==> config.mk <==
export PLATFORM = sky130hd
export DESIGN_NAME = crc32_msb_first_stream_flat
export DESIGN_NICKNAME = d
export VERILOG_FILES = /design/src/sv/crc32s_pkg.sv /design/src/sv/crc32s_req_if.sv /design/src/sv/crc32s_rsp_if.sv /design/src/sv/crc32_msb_first_stream.sv /design/src/sv/crc32s_csr.sv /design/src/sv/crc32s_engine.sv /design/src/sv/crc32s_out_reg.sv /design/src/flat_wrapper.sv
export VERILOG_INCLUDE_DIRS = /design/src /design/src/sv
export SDC_FILE = /design/constraint.sdc
export NUM_CORES = 1
export LEC_CHECK = 0
export BUFFER_PORTS_ARGS = -buffer_cell sky130_fd_sc_hd__buf_4
export CORE_ASPECT_RATIO = 0.8
export CORE_MARGIN = 2
export CORE_UTILIZATION = 65
export CTS_BUF_LIST = sky130_fd_sc_hd__clkbuf_4 sky130_fd_sc_hd__clkbuf_8 sky130_fd_sc_hd__clkbuf_16
export CTS_CLUSTER_SIZE = 24
export DETAILED_ROUTE_END_ITERATION = 6
export PLACE_DENSITY = 0.95
export SLEW_MARGIN = 0
export SYNTH_ARGS = -nofsm -noshare
export SYNTH_HDL_FRONTEND = slang
export SYNTH_SLANG_ARGS = --single-unit
==> constraint.sdc <==
create_clock -name clock -period 12 [get_ports clock]
set_input_delay 1.2 -clock clock [delete_from_list [all_inputs] [get_ports clock]]
set_output_delay 1.2 -clock clock [all_outputs]
set_load 0.01 [all_outputs]
==> src/sv/assert_macros.svh <==
// ---------------------------------------------------------------------------
// Assertion macros
// Shared wrappers for the concurrent assertions of the CRC stream block.
// ---------------------------------------------------------------------------
`ifndef ASSERT_MACROS_SVH
`define ASSERT_MACROS_SVH

// Checked at every rising clock edge, skipped while reset is high.
`define CRC_ASSERT(lbl, clk, rst, prop) \
   lbl: assert property (@(posedge clk) disable iff (rst) prop) \
      else $error("CRC stream assertion failed");

// Checked at every rising clock edge, reset included.
`define CRC_ASSERT_ALWAYS(lbl, clk, prop) \
   lbl: assert property (@(posedge clk) prop) \
      else $error("CRC stream assertion failed");

`endif

==> src/sv/crc32s_pkg.sv <==
// ---------------------------------------------------------------------------
// crc32s_pkg
// Types, constants and the byte table function of the CRC-32 stream block.
// ---------------------------------------------------------------------------
package crc32s_pkg;

   localparam logic [31:0] CrcInit     = 32'hFFFF_FFFF;
   localparam logic [31:0] PolyReset   = 32'h04C1_1DB7;
   localparam logic [2:0]  PrefixBytes = 3'd4;

   typedef struct packed {
      logic        valid;
      logic [31:0] checksum;
   } result_type;

   // Remainder of top<<24 after eight MSB-first division steps.
   function automatic logic [31:0] table_entry(input logic [7:0]  top,
                                               input logic [31:0] poly);
      logic [31:0] acc;
      acc = {top, 24'h00_0000};
      for (int k = 0; k < 8; k++) begin
         if (acc[31]) begin
            acc = {acc[30:0], 1'b0} ^ poly;
         end else begin
            acc = {acc[30:0], 1'b0};
         end
      end
      return acc;
   endfunction

endpackage

==> src/sv/crc32s_req_if.sv <==
// ---------------------------------------------------------------------------
// crc32s_req_if
// Request channel: one message byte and its end-of-message flag.
// ---------------------------------------------------------------------------
interface crc32s_req_if;
   logic       valid;
   logic       ready;
   logic [7:0] data_byte;
   logic       last_byte;

   modport source (output valid, output data_byte, output last_byte, input ready);
   modport sink   (input valid, input data_byte, input last_byte, output ready);
endinterface

==> src/sv/crc32s_rsp_if.sv <==
// ---------------------------------------------------------------------------
// crc32s_rsp_if
// Response channel: the checksum of one finished message.
// ---------------------------------------------------------------------------
interface crc32s_rsp_if;
   logic        valid;
   logic        ready;
   logic [31:0] checksum;

   modport source (output valid, output checksum, input ready);
   modport sink   (input valid, input checksum, output ready);
endinterface

==> src/sv/crc32_msb_first_stream.sv <==
// ---------------------------------------------------------------------------
// crc32_msb_first_stream
// Augmented-form MSB-first CRC-32 over a byte stream with a programmable
// polynomial; one checksum per message, given with its last byte.
// ---------------------------------------------------------------------------
//   Port      Dir    Carries
//   req_bus   in     data_byte[7:0], last_byte      (valid/ready)
//   rsp_bus   out    checksum[31:0]                 (valid/ready)
//   csr_*     in     polynomial write, csr_wr_en + csr_wr_data[31:0]
//
// One byte is taken per cycle; only a last byte waits in the input
// register, and only while a previous checksum is still unread. The table
// lookup and XOR of a byte sit between the input register and the
// CRC/result registers. A checksum is valid on rsp_bus once its last byte
// has left the input register and the result register holds the checksum.
// Reset clears the CRC to all ones, the byte count to zero and restores
// the default polynomial 0x04C11DB7.
// ---------------------------------------------------------------------------
module crc32_msb_first_stream (
   input  logic        clock,
   input  logic        reset,
   crc32s_req_if.sink  req_bus,
   crc32s_rsp_if.source rsp_bus,
   input  logic        csr_wr_en,
   input  logic [31:0] csr_wr_data
);

   logic [31:0]            poly;
   logic                   out_free;
   crc32s_pkg::result_type result;

   crc32s_csr u_csr (
      .clock       (clock),
      .reset       (reset),
      .csr_wr_en   (csr_wr_en),
      .csr_wr_data (csr_wr_data),
      .poly        (poly)
   );

   crc32s_engine u_engine (
      .clock    (clock),
      .reset    (reset),
      .req_bus  (req_bus),
      .poly     (poly),
      .out_free (out_free),
      .result   (result)
   );

   crc32s_out_reg u_out_reg (
      .clock    (clock),
      .reset    (reset),
      .result   (result),
      .out_free (out_free),
      .rsp_bus  (rsp_bus)
   );

endmodule

==> src/sv/crc32s_csr.sv <==
// ---------------------------------------------------------------------------
// crc32s_csr
// Polynomial register, written through the configuration port.
// ---------------------------------------------------------------------------
module crc32s_csr (
   input  logic        clock,
   input  logic        reset,
   input  logic        csr_wr_en,
   input  logic [31:0] csr_wr_data,
   output logic [31:0] poly
);

   logic [31:0] poly_ff;
   logic [31:0] poly_in;

   always_comb begin
      poly_in = csr_wr_en ? csr_wr_data : poly_ff;
   end

   always_ff @(posedge clock) begin
      if (reset) begin
         poly_ff <= crc32s_pkg::PolyReset;
      end else begin
         poly_ff <= poly_in;
      end
   end

   assign poly = poly_ff;

endmodule

==> src/sv/crc32s_engine.sv <==
// ---------------------------------------------------------------------------
// crc32s_engine
// Input, CRC and count registers; one byte per cycle unless a last byte waits.
// ---------------------------------------------------------------------------
`include "assert_macros.svh"

module crc32s_engine (
   input  logic                   clock,
   input  logic                   reset,
   crc32s_req_if.sink             req_bus,
   input  logic [31:0]            poly,
   input  logic                   out_free,
   output crc32s_pkg::result_type result
);

   logic        in_valid_ff;
   logic        in_valid_in;
   logic [7:0]  in_byte_ff;
   logic        in_last_ff;
   logic [31:0] crc_ff;
   logic [31:0] crc_in;
   logic [2:0]  count_ff;
   logic [2:0]  count_in;
   logic [31:0] crc_upd;
   logic [2:0]  count_upd;
   logic        accept;
   logic        advance;

   // A final byte waits in the input register until the result slot is free.
   assign advance     = in_valid_ff && (!in_last_ff || out_free);
   assign req_bus.ready = !in_valid_ff || advance;
   assign accept      = req_bus.valid && req_bus.ready;

   always_comb begin
      if (accept) begin
         in_valid_in = 1'b1;
      end else if (advance) begin
         in_valid_in = 1'b0;
      end else begin
         in_valid_in = in_valid_ff;
      end
   end

   always_ff @(posedge clock) begin
      if (reset) begin
         in_valid_ff <= 1'b0;
      end else begin
         in_valid_ff <= in_valid_in;
      end
   end

   always_ff @(posedge clock) begin
      if (accept) begin
         in_byte_ff <= req_bus.data_byte;
         in_last_ff <= req_bus.last_byte;
      end
   end

   // The first four bytes of a message are stored complemented, top slot first.
   always_comb begin
      if (count_ff[2]) begin
         crc_upd = {crc_ff[23:0], in_byte_ff}
                   ^ crc32s_pkg::table_entry(crc_ff[31:24], poly);
      end else begin
         case (count_ff[1:0])
            2'd0:    crc_upd = {~in_byte_ff, crc_ff[23:0]};
            2'd1:    crc_upd = {crc_ff[31:24], ~in_byte_ff, crc_ff[15:0]};
            2'd2:    crc_upd = {crc_ff[31:16], ~in_byte_ff, crc_ff[7:0]};
            2'd3:    crc_upd = {crc_ff[31:8], ~in_byte_ff};
            default: crc_upd = crc_ff;
         endcase
      end
      count_upd = count_ff[2] ? count_ff : count_ff + 3'd1;
   end

   always_comb begin
      crc_in   = crc_ff;
      count_in = count_ff;
      if (advance) begin
         if (in_last_ff) begin
            crc_in   = crc32s_pkg::CrcInit;
            count_in = 3'd0;
         end else begin
            crc_in   = crc_upd;
            count_in = count_upd;
         end
      end
   end

   always_ff @(posedge clock) begin
      if (reset) begin
         crc_ff   <= crc32s_pkg::CrcInit;
         count_ff <= 3'd0;
      end else begin
         crc_ff   <= crc_in;
         count_ff <= count_in;
      end
   end

   always_comb begin
      result.valid    = advance && in_last_ff;
      result.checksum = ~crc_upd;
   end

   `CRC_ASSERT(a_restart_after_last, clock, reset, (advance && in_last_ff) |=> (crc_ff == crc32s_pkg::CrcInit && count_ff == 3'd0))
   `CRC_ASSERT(a_prefix_count, clock, reset, (advance && !in_last_ff && count_ff < crc32s_pkg::PrefixBytes) |=> (count_ff == $past(count_ff) + 3'd1))
   `CRC_ASSERT(a_result_has_room, clock, reset, result.valid |-> out_free)

endmodule

==> src/sv/crc32s_out_reg.sv <==
// ---------------------------------------------------------------------------
// crc32s_out_reg
// Result register that holds a checksum until the response is taken.
// ---------------------------------------------------------------------------
module crc32s_out_reg (
   input  logic                   clock,
   input  logic                   reset,
   input  crc32s_pkg::result_type result,
   output logic                   out_free,
   crc32s_rsp_if.source           rsp_bus
);

   logic        out_valid_ff;
   logic        out_valid_in;
   logic [31:0] checksum_ff;

   assign out_free = !out_valid_ff || rsp_bus.ready;

   always_comb begin
      if (result.valid) begin
         out_valid_in = 1'b1;
      end else if (rsp_bus.ready) begin
         out_valid_in = 1'b0;
      end else begin
         out_valid_in = out_valid_ff;
      end
   end

   always_ff @(posedge clock) begin
      if (reset) begin
         out_valid_ff <= 1'b0;
      end else begin
         out_valid_ff <= out_valid_in;
      end
   end

   always_ff @(posedge clock) begin
      if (result.valid) begin
         checksum_ff <= result.checksum;
      end
   end

   assign rsp_bus.valid    = out_valid_ff;
   assign rsp_bus.checksum = checksum_ff;

endmodule
==> src/flat_wrapper.sv <==
// flat-port wrapper written by rule: the top's interface ports become plain ports
module crc32_msb_first_stream_flat 
  (clock, reset, csr_wr_en, csr_wr_data, req_bus_valid, req_bus_data_byte, req_bus_last_byte, req_bus_ready, rsp_bus_valid, rsp_bus_checksum, rsp_bus_ready);
  crc32s_req_if req_bus_i ();
  crc32s_rsp_if rsp_bus_i ();
  input  logic clock;
  input  logic reset;
  input  logic csr_wr_en;
  input  logic [31:0] csr_wr_data;
  input wire logic [$bits(req_bus_i.valid)-1:0] req_bus_valid;
  input wire logic [$bits(req_bus_i.data_byte)-1:0] req_bus_data_byte;
  input wire logic [$bits(req_bus_i.last_byte)-1:0] req_bus_last_byte;
  output wire logic [$bits(req_bus_i.ready)-1:0] req_bus_ready;
  output wire logic [$bits(rsp_bus_i.valid)-1:0] rsp_bus_valid;
  output wire logic [$bits(rsp_bus_i.checksum)-1:0] rsp_bus_checksum;
  input wire logic [$bits(rsp_bus_i.ready)-1:0] rsp_bus_ready;
  assign req_bus_i.valid = req_bus_valid;
  assign req_bus_i.data_byte = req_bus_data_byte;
  assign req_bus_i.last_byte = req_bus_last_byte;
  assign req_bus_ready = req_bus_i.ready;
  assign rsp_bus_valid = rsp_bus_i.valid;
  assign rsp_bus_checksum = rsp_bus_i.checksum;
  assign rsp_bus_i.ready = rsp_bus_ready;
  crc32_msb_first_stream u_core (.clock(clock), .reset(reset), .req_bus(req_bus_i), .rsp_bus(rsp_bus_i), .csr_wr_en(csr_wr_en), .csr_wr_data(csr_wr_data));
endmodule
==> metrics.txt, run 1 <==
Power Dens Cells=154 mW/mm^2; global-route usage over all layers=34.7%; Max Cap Violations=0; HP Class=flop to flop; latest clock arrival within the worst-skew pair=0.38 ns; worst vdd ir=0.0863 mV; CTS root buf=clkbuf_16; Final period util=54.8%; FP Rows=39; CTS tree=built; fmax=0.152 GHz; Leakage=4.32 nW; via count=9380; starting DRC count in detailed routing=1207; slowest stage delay, CP=just over 0.9 ns; vias in the first global route=8306; placed insts=1372; core area=0.0144 mm^2; crit end category=flop; initial antenna violation count=0; number of I/O port buffers=79; Reg clk slew, reported paths=0.09 ns; Seq cells post-synth=110; top_reg_cell synth=dfxtp_1; Mapped Cells=1226; Final Hold Vio Count=0; Seq/Total Area, Yosys=between 20% and 30%; Synth warnings=0; IO Pins=80; post-DR vias/cell=between 6 and 7; commonest cells after routing, fill and taps aside=nand2_1 (190), xnor2_1 (124), o21ai_0 (93); Critical path buffers and inverters=2; Routed WL=about 28 mm; CP Cell Sequence=buf_4, or2_1, a21oi_2, o31ai_1, a2111oi_0, o2111ai_1, and4_1, a21o_1, nand4_1, a22oi_2, buf_4, o21ai_1, xnor3_1, a21o_1; status=complete, no violations; Layout Skew=0.0174 ns; clk sinks=110; min cycle time layout=6.57 ns; H-tree Lvls=3; non-filler cells, final=roughly 1400; Area Growth Syn to Fin=7.16%; RSZ-0062 raised after global routing=no; TritonCTS Buffers=9; crit path DAT=about 6.7 ns; Max-slew headroom=13.4%; worst-margin pin slew=around 1.3 ns; number of synthesized flops with an enable pin=41; clk buf depth=2; commonest non-fill, non-tap cell in the layout=nand2_1; Routed Antenna Nets=0; post-CTS sizing=0; RD Place Congestion=0.978; CP Max Fanout=91; WS Path Type=flop to flop; CP required=12.14 ns; slowest stage cell, crit path=o31ai_1; Fin Setup TNS=0 ns; largest net degree at the start of global routing=92; cts hold-fix bufs=0; Initial Utilization=slightly below 70%; critical path launch point type=flop; grt ovf=0; Post-CTS Setup Inserts=0; fin nets=1249; Setup Viol. Count Final=0; Routed wire per std cell=20.2 um; first-pass GRT wire length=between 40 and 50 mm; Die Footprint=0.0160 mm^2; Die X=141 um; Die H=113 um; syn nets=about 1300; Pre-antenna DRT Iters=5; FFs w/ async S/R, synth=0%; n_diodes=0; Mapped Area=0.00973 mm^2; cell family with most CP delay=compound AO/OA/AOI/OAI gates; DRC viols=0; syn avg cell area=a little under 8 um^2; Slew Viols, Final=0; Post-DP HPWL=about 19 mm; Netlist cell types=between 70 and 80; layout cells sized above 1=a little under an eighth
## logic make-up (layout without fill, tap and decap cells)
group / count (synthesis) / after routing / share of synthesized area (%)
AOI/OAI and AO/OA: 359 / 359 / 24.1
xor gates and xnor gates: 189 / 189 / 21.5
adders and majority gates: 4 / 4 / 0.514
buffers and inverters: 137 / 115 / 5.84
DFF: 110 / 110 / 26.8
muxes: 20 / 20 / 2.07
and+or+nand+nor: 407 / 407 / 19.1
## Yosys cell counts, drive strengths merged, types with 3 or more instances
cell     number  share of area, %
nand2       197               7.8
xnor2       127                11
o21ai       124               6.6
clkbuf      105               4.0
a21oi        90               4.7
nor2         84               3.2
dfxtp        69                14
edfxtp       41                13
nand3        35               1.8
xnor3        32               7.4
xor2         30               2.7
a32oi        28               2.5
buf          25               1.5
a2bb2oi      21               1.9
mux2i        19               2.0
nor3b        18               1.4
o31ai        17               1.3
a211o        16               1.4
nor2b        16               1.0
nand2b       14              0.90
a22o         11              0.99
nor3          9              0.46
a221oi        7              0.63
inv           7              0.27
o21ba         7              0.72
or2           6              0.39
or3           6              0.39
a21o          5              0.39
a22oi         4              0.36
ha            4              0.51
nand4         4              0.26
o2111ai       4              0.36
and2          3              0.19
and3          3              0.19
o221ai        3              0.27
o311ai        3              0.27
or4           3              0.27
## worst register-to-register path, cell delays in order (launching register included)
cell and delay [ns]:
dfxtp_2 0.32, buf_4 0.62, or2_1 0.90, a21oi_2 0.18, o31ai_1 0.92, a2111oi_0 0.34
o2111ai_1 0.27, and4_1 0.29, a21o_1 0.81, nand4_1 0.29, a22oi_2 0.24, buf_4 0.40
o21ai_1 0.17, xnor3_1 0.39, a21o_1 0.19
## final timing paths
| check | start | endpoint | slack (ns) | cells past startpoint |
|---|---|---|---|---|
| hold / removal | u_core.u_engine.crc_ff[14] | u_core.u_engine.crc_ff[14] | 0.52 | 2 |
| setup / recovery | u_core.u_engine.crc_ff[30] | u_core.u_out_reg.rsp_bus.checksum[1] | 5.43 | 14 |
| hold reg to reg | u_core.u_engine.crc_ff[14] | u_core.u_engine.crc_ff[14] | 0.52 | 2 |
| setup reg to reg | u_core.u_engine.crc_ff[30] | u_core.u_out_reg.rsp_bus.checksum[1] | 5.43 | 14 |
## power by group
part | total, mW | switching [mW] | internal [mW]
Combinational | 0.851 | 0.387 | 0.464
Clock | 0.310 | 0.163 | 0.147
Sequential | 0.442 | 0.0403 | 0.402
Total | 1.60 | 0.590 | 1.01
## layer usage
metal | vias to the layer above | routed length [um] | global-route usage (%)
li1 | 4259 | - | -
met1 | 4371 | 11300 | 50.0
met2 | 656 | 11400 | 50.3
met3 | 94 | 4330 | 9.91
met4 | 0 | 988 | 11.6
met5 | - | 0 | 0
## registers in the layout, indices dropped and copies added (netlist names)
| name | flops |
|---|---|
| u_core.u_out_reg.rsp_bus.checksum | 32 |
| u_core.u_csr.poly | 32 |
| u_core.u_engine.crc_ff | 32 |
| u_core.u_engine.in_byte_ff | 8 |
| u_core.u_engine.count_ff | 3 |
| u_core.u_engine.in_last_ff | 1 |
| u_core.u_out_reg.rsp_bus.valid | 1 |
| u_core.u_engine.in_valid_ff | 1 |
## area by class of cell
cell class	instances	area [um^2]
Multi-Input combinational cell	979	6570
Fill cell	1086	4020
Sequential cell	110	2620
Timing Repair Buffer	92	691
Tap cell	184	230
Clock buffer	9	225
Clock inverter	7	65.1
Inverter	7	26.3
## stage by stage
step                      power (mW)  area [um^2]  setup slack (ns)  hold slack, ns  util (%)
after floorplan                 1.14         9730              8.20           0.469         -
after global placement          1.26        10100              5.97           0.487      70.2
after detailed placement        1.28        10100              5.73           0.508      70.2
after CTS                       1.59        10400              5.62           0.519      72.2
after global routing            1.67        10400              5.07           0.539      72.2
final                           1.60        10400              5.43           0.516      72.2
No activity file was read; power rests on OpenSTA's default activity.
==> run 2: changes to the inputs <==
--- a/config.mk
+++ b/config.mk
@@ -9,11 +9,11 @@
 export BUFFER_PORTS_ARGS = -buffer_cell sky130_fd_sc_hd__buf_4
 export CORE_ASPECT_RATIO = 0.8
 export CORE_MARGIN = 2
-export CORE_UTILIZATION = 65
+export CORE_UTILIZATION = 56
 export CTS_BUF_LIST = sky130_fd_sc_hd__clkbuf_4 sky130_fd_sc_hd__clkbuf_8 sky130_fd_sc_hd__clkbuf_16
 export CTS_CLUSTER_SIZE = 24
 export DETAILED_ROUTE_END_ITERATION = 6
-export PLACE_DENSITY = 0.95
+export PLACE_DENSITY = 0.89
 export SLEW_MARGIN = 0
 export SYNTH_ARGS = -nofsm -noshare
 export SYNTH_HDL_FRONTEND = slang
==> constraint.sdc (replaced) <==
create_clock -name clock -period 5.6 [get_ports clock]
set_input_delay 0.56 -clock clock [delete_from_list [all_inputs] [get_ports clock]]
set_output_delay 0.56 -clock clock [all_outputs]
set_load 0.01 [all_outputs]
==> run 2 against run 1 <==
First-iteration DRC count up 13%; largest power group unchanged; sequential share of layout area decreased by 0.25 points; critical endpoint is now u_core.u_out_reg.rsp_bus.checksum[24]; clock-buffer cell count did not move; die area grew 16%; global-route usage decreased by 4.4 points; highest routed layer unchanged; non-clock buffer count up 4; final area grew 1.0%.
==> metrics.txt, run 2 (synthesis results as in run 1) <==
critical path launch point type=flop; DRC viols=0; CP required=5.73 ns; Post-DP HPWL=19.1 mm; Pre-antenna DRT Iters=6; Area Growth Syn to Fin=8.25%; initial antenna violation count=0; FF-to-FF End=u_core.u_out_reg.rsp_bus.checksum[24]; Routed WL=27.8 mm; min cycle time layout=4.88 ns; H-tree Lvls=3; Die Footprint=0.0185 mm^2; latest clock arrival within the worst-skew pair=roughly 0.38 ns; via count=approximately 9000; vias in the first global route=8116; fmax=0.205 GHz; Routed Antenna Nets=0; critical hold path startpoint=req_bus_data_byte[2]; crit path DAT=5.01 ns; Reg clk slew, reported paths=0.08 ns; HP Class=primary input to flop; Initial Utilization=56.7%; TritonCTS Buffers=9; Die X=151 um; Comb pwr share=a little over half; Layout Skew=between 0.015 and 0.02 ns; Fin Setup TNS=0 ns; Slew Viols, Final=0; slowest stage cell, crit path=dfxtp_2; CTS root buf=clkbuf_16; pre-CTS setup slack=approximately 0.86 ns; Setup Viol. Count Final=0; layout cells sized above 1=12.0%; CTS tree=built; DR WL met2=11.5 mm; clk buf depth=2; worst-margin pin slew=~1.3 ns; post-CTS sizing=0; core area=0.0172 mm^2; commonest non-fill, non-tap cell in the layout=nand2_1; commonest cells after routing, fill and taps aside=nand2_1 (190), xnor2_1 (124), buf_4 (95); Max-slew headroom=~16%; Pint=~2.2 mW; starting DRC count in detailed routing=between 1000 and 1500; number of I/O port buffers=between 70 and 80; FP Rows=43; clk sinks=110; global-route usage over all layers=between 30% and 40%; grt ovf=0; worst vdd ir=0.208 mV; Routed wire per std cell=19.4 um; Leakage=4.34 nW; Final Hold Vio Count=0; Max Cap Violations=0; Critical path buffers and inverters=2; slowest stage delay, CP=0.63 ns; CP Max Fanout=40; Routed met3 length=3.97 mm; cell family with most CP delay=compound AO/OA/AOI/OAI gates; hold path depth=1; cts hold-fix bufs=0; DR top layer=met4; worst r2r path cells=14; first-pass GRT wire length=43.4 mm; largest net degree at the start of global routing=68; Sw Ratio=a little under two fifths; IO Pins=80; fin nets=~1300; flop-to-flop setup slack=0.72 ns; RD Place Congestion=0.894; Die H=122 um; worst reg2reg path startpoint=u_core.u_csr.poly[31]; WS Path Type=flop to flop; crit end category=flop; clock network fraction of design power=19.3%; fraction of power consumed by sequential logic=26.9%; filler cell count=1484; met1 WL=11.9 mm; Final period util=87.1%; hold worst-path end=u_core.u_engine.in_byte_ff[2]; CP Cell Sequence=buf_4, nand2_1, a21oi_1, nor4_2, o311ai_0, o221ai_1, nor3b_1, xor2_1, nand4_1, a22oi_2, buf_12, o21ai_1, xnor3_1, o21ba_2; status=complete, no violations; n_diodes=0; RSZ-0062 raised after global routing=no; Sw Pwr=~1.3 mW; Post-CTS Setup Inserts=0; final setup margin=roughly 0.7 ns; post-DR vias/cell=6.45; Power Dens Cells=333 mW/mm^2
[run 2: worst max path at each step]
stage,start,to,cells after the start
2_1_floorplan,u_core.u_engine.crc_ff[30],u_core.u_out_reg.rsp_bus.checksum[6],16
3_3_place_gp,u_core.u_csr.poly[31],u_core.u_out_reg.rsp_bus.checksum[1],14
3_5_place_dp,u_core.u_csr.poly[31],u_core.u_out_reg.rsp_bus.checksum[1],14
4_1_cts,u_core.u_csr.poly[31],u_core.u_out_reg.rsp_bus.checksum[1],14
5_1_grt,u_core.u_csr.poly[31],u_core.u_out_reg.rsp_bus.checksum[1],14
6_report,u_core.u_csr.poly[31],u_core.u_out_reg.rsp_bus.checksum[24],14
[run 2: final cells by class]
| type | instances | area [um^2] | area share [%] |
|---|---|---|---|
| inverters | 7 | 26.3 | 0.249 |
| repair buffers | 96 | 733 | 6.96 |
| clock inverters | 7 | 77.6 | 0.736 |
| well taps | 225 | 282 | 2.67 |
| flip-flops and latches | 110 | 2620 | 24.8 |
| clock buffers | 9 | 225 | 2.14 |
| multi-input cells | 979 | 6570 | 62.4 |
[run 2: power groups by stage]
| stage | Clock [mW] | Combinational, mW | Sequential (mW) |
|---|---|---|---|
| after floorplan | 0 | 1.54 | 0.902 |
| after global placement | 0 | 1.79 | 0.955 |
| after detailed placement | 0 | 1.84 | 0.958 |
| after CTS | 0.675 | 1.85 | 0.940 |
| after global routing | 0.707 | 1.99 | 0.950 |
| final | 0.677 | 1.89 | 0.946 |
[run 2: per-layer routing]
layer | GRT usage [%] | up-vias
li1 | - | 4266
met1 | 46.4 | 4330
met2 | 43.2 | 606
met3 | 6.52 | 46
met4 | 7.18 | 0
met5 | 0 | -
[run 2: stage by stage]
stage          instances  instance area (um^2)  hold WS [ns]  total power, mW  util (%)
6_report            1433                 10500         0.356             3.51      61.4
5_1_grt             1433                 10500         0.347             3.65      61.4
4_1_cts             1433                 10500         0.357             3.47      61.4
3_5_place_dp        1417                 10200         0.519             2.79      59.6
3_3_place_gp        1417                 10200         0.495             2.75      59.6
2_1_floorplan       1226                  9730         0.469             2.44         -
==> run 3: changes to the inputs <==
--- a/config.mk
+++ b/config.mk
@@ -14,6 +14,7 @@
 export CTS_CLUSTER_SIZE = 24
 export DETAILED_ROUTE_END_ITERATION = 6
 export PLACE_DENSITY = 0.89
+export RECOVER_POWER = 25
 export SLEW_MARGIN = 0
 export SYNTH_ARGS = -nofsm -noshare
 export SYNTH_HDL_FRONTEND = slang
==> run 3 against run 2 <==
The flow now finishes with violations (max-capacitance violations, max-slew violations); critical path type unchanged; worst hold slack improved by 0.025 ns; via count did not move; routed wire length decreased by 0.20%.
==> metrics.txt, run 3 (synthesis results as in run 1) <==
Slew Viols, Final=47; Leakage=4.32 nW; core area=0.0172 mm^2; fmax=0.205 GHz; via count=~9200; Final Hold Vio Count=0; Final period util=87.2%; total power=between 3 and 4 mW; Routed met3 length=4.28 mm; Setup Viol. Count Final=0; RSZ-0062 raised after global routing=no; FP Rows=43; Post-CTS Setup Inserts=0; Area Growth Syn to Fin=8.06%; starting DRC count in detailed routing=1367; slowest stage delay, CP=~0.63 ns; latest clock arrival within the worst-skew pair=0.38 ns; Post-DP HPWL=19.1 mm; commonest non-fill, non-tap cell in the layout=nand2_1; Crit path depth=14; worst r2r path cells=14; post-CTS sizing=0; clk buf depth=2; vias in the first global route=8116; Worst Setup SP=u_core.u_csr.poly[31]; TritonCTS Buffers=9; H-tree Lvls=3; DR WL met2=approximately 12 mm; fin nets=1253; Routed wire per std cell=19.4 um; CP required=5.73 ns; worst reg2reg path startpoint=u_core.u_csr.poly[31]; IO Pins=80; hold path depth=1; Initial Utilization=56.7%; cts hold-fix bufs=0; Routed Antenna Nets=0; fraction of power consumed by sequential logic=26.9%; Comb pwr share=53.9%; Pint=2.19 mW; n_diodes=0; Reg clk slew, reported paths=~0.080 ns; clk sinks=110; met1 WL=roughly 12 mm; worst vdd ir=0.207 mV; Fin Setup TNS=0 ns; worst-margin pin slew=~2.3 ns; DRC viols=0; Die Footprint=0.0185 mm^2; Die H=around 120 um; failing checks=max-capacitance violations, max-slew violations; Routed WL=between 20 and 30 mm; Critical path buffers and inverters=2; status=complete, but fails checks; Max Cap Violations=1; Layout Skew=0.0202 ns; largest net degree at the start of global routing=68; CP Max Fanout=40; min cycle time layout=4.89 ns; HP Class=primary input to flop; critical path launch point type=flop; global-route usage over all layers=between 30 and 40%; clock network fraction of design power=between 10% and 20%; RD Place Congestion=0.894; DR top layer=met4; Sw Pwr=1.32 mW; CP Cell Sequence=buf_4, nand2_1, a21oi_1, nor4_2, o311ai_0, o221ai_1, nor3b_1, xor2_1, nand4_1, a22oi_2, buf_12, o21ai_1, xnor3_1, o21ba_2; commonest cells after routing, fill and taps aside=nand2_1 (190), xnor2_1 (124), o21ai_0 (93); Die X=151 um; CTS tree=built; crit path DAT=roughly 5 ns; Sw Ratio=37.7%; post-DR vias/cell=6.45; critical hold path startpoint=req_bus_data_byte[2]; WS Path Type=flop to flop; layout cells sized above 1=between 10% and 20%; grt ovf=0; crit end category=flop; Pre-antenna DRT Iters=6; CTS root buf=clkbuf_16; Max-slew headroom=-54.4%; number of I/O port buffers=79; Power Dens Cells=334 mW/mm^2; slowest stage cell, crit path=dfxtp_2; initial antenna violation count=0; cell family with most CP delay=compound AO/OA/AOI/OAI gates; first-pass GRT wire length=between 40 and 50 mm
-- run 3: changes by cell type in the layout (fill, tap and decap cells not counted) --
cell,before,now
buf_4,95,81
clkbuf_4,0,9
clkbuf_1,0,5
-- run 3: layer usage --
| metal | GRT usage (%) | vias up |
|---|---|---|
| li1 | - | 4270 |
| met5 | 0 | - |
| met2 | 43.2 | 612 |
| met1 | 46.4 | 4315 |
| met4 | 7.18 | 0 |
| met3 | 6.52 | 51 |
-- run 3: cell type report --
class	instances	area (um^2)
repair buffers	96	714
multi-input cells	979	6570
clock inverters	7	77.6
inverters	7	26.3
flip-flops and latches	110	2620
fillers	1491	6650
clock buffers	9	225
well taps	225	282
-- run 3: final timing paths --
kind | endpoint | slack [ns]
worst max-delay path | u_core.u_out_reg.rsp_bus.checksum[24] | 0.71
worst min-delay path | u_core.u_engine.in_byte_ff[2] | 0.38
worst max register to register | u_core.u_out_reg.rsp_bus.checksum[24] | 0.71
worst min register to register | u_core.u_engine.crc_ff[9] | 0.53
-- run 3: per-stage QoR --
stage | area [um^2] | util (%) | cells | worst slack (ns) | hold slack (ns)
after global routing | 10500 | 61.3 | 1433 | 0.388 | 0.371
after detailed placement | 10200 | 59.6 | 1417 | 0.857 | 0.519
after floorplan | 9730 | - | 1226 | 1.80 | 0.469
after CTS | 10500 | 61.4 | 1433 | 0.841 | 0.357
final | 10500 | 61.3 | 1433 | 0.715 | 0.381
after global placement | 10200 | 59.6 | 1417 | 0.937 | 0.495
-- run 3: power by group through the flow --
stage | Combinational, mW | Clock (mW) | Sequential [mW]
global placement | 1.79 | 0 | 0.955
detailed placement | 1.84 | 0 | 0.958
finish | 1.89 | 0.673 | 0.946
floorplan | 1.54 | 0 | 0.902
global route | 1.99 | 0.707 | 0.950
CTS | 1.85 | 0.675 | 0.940
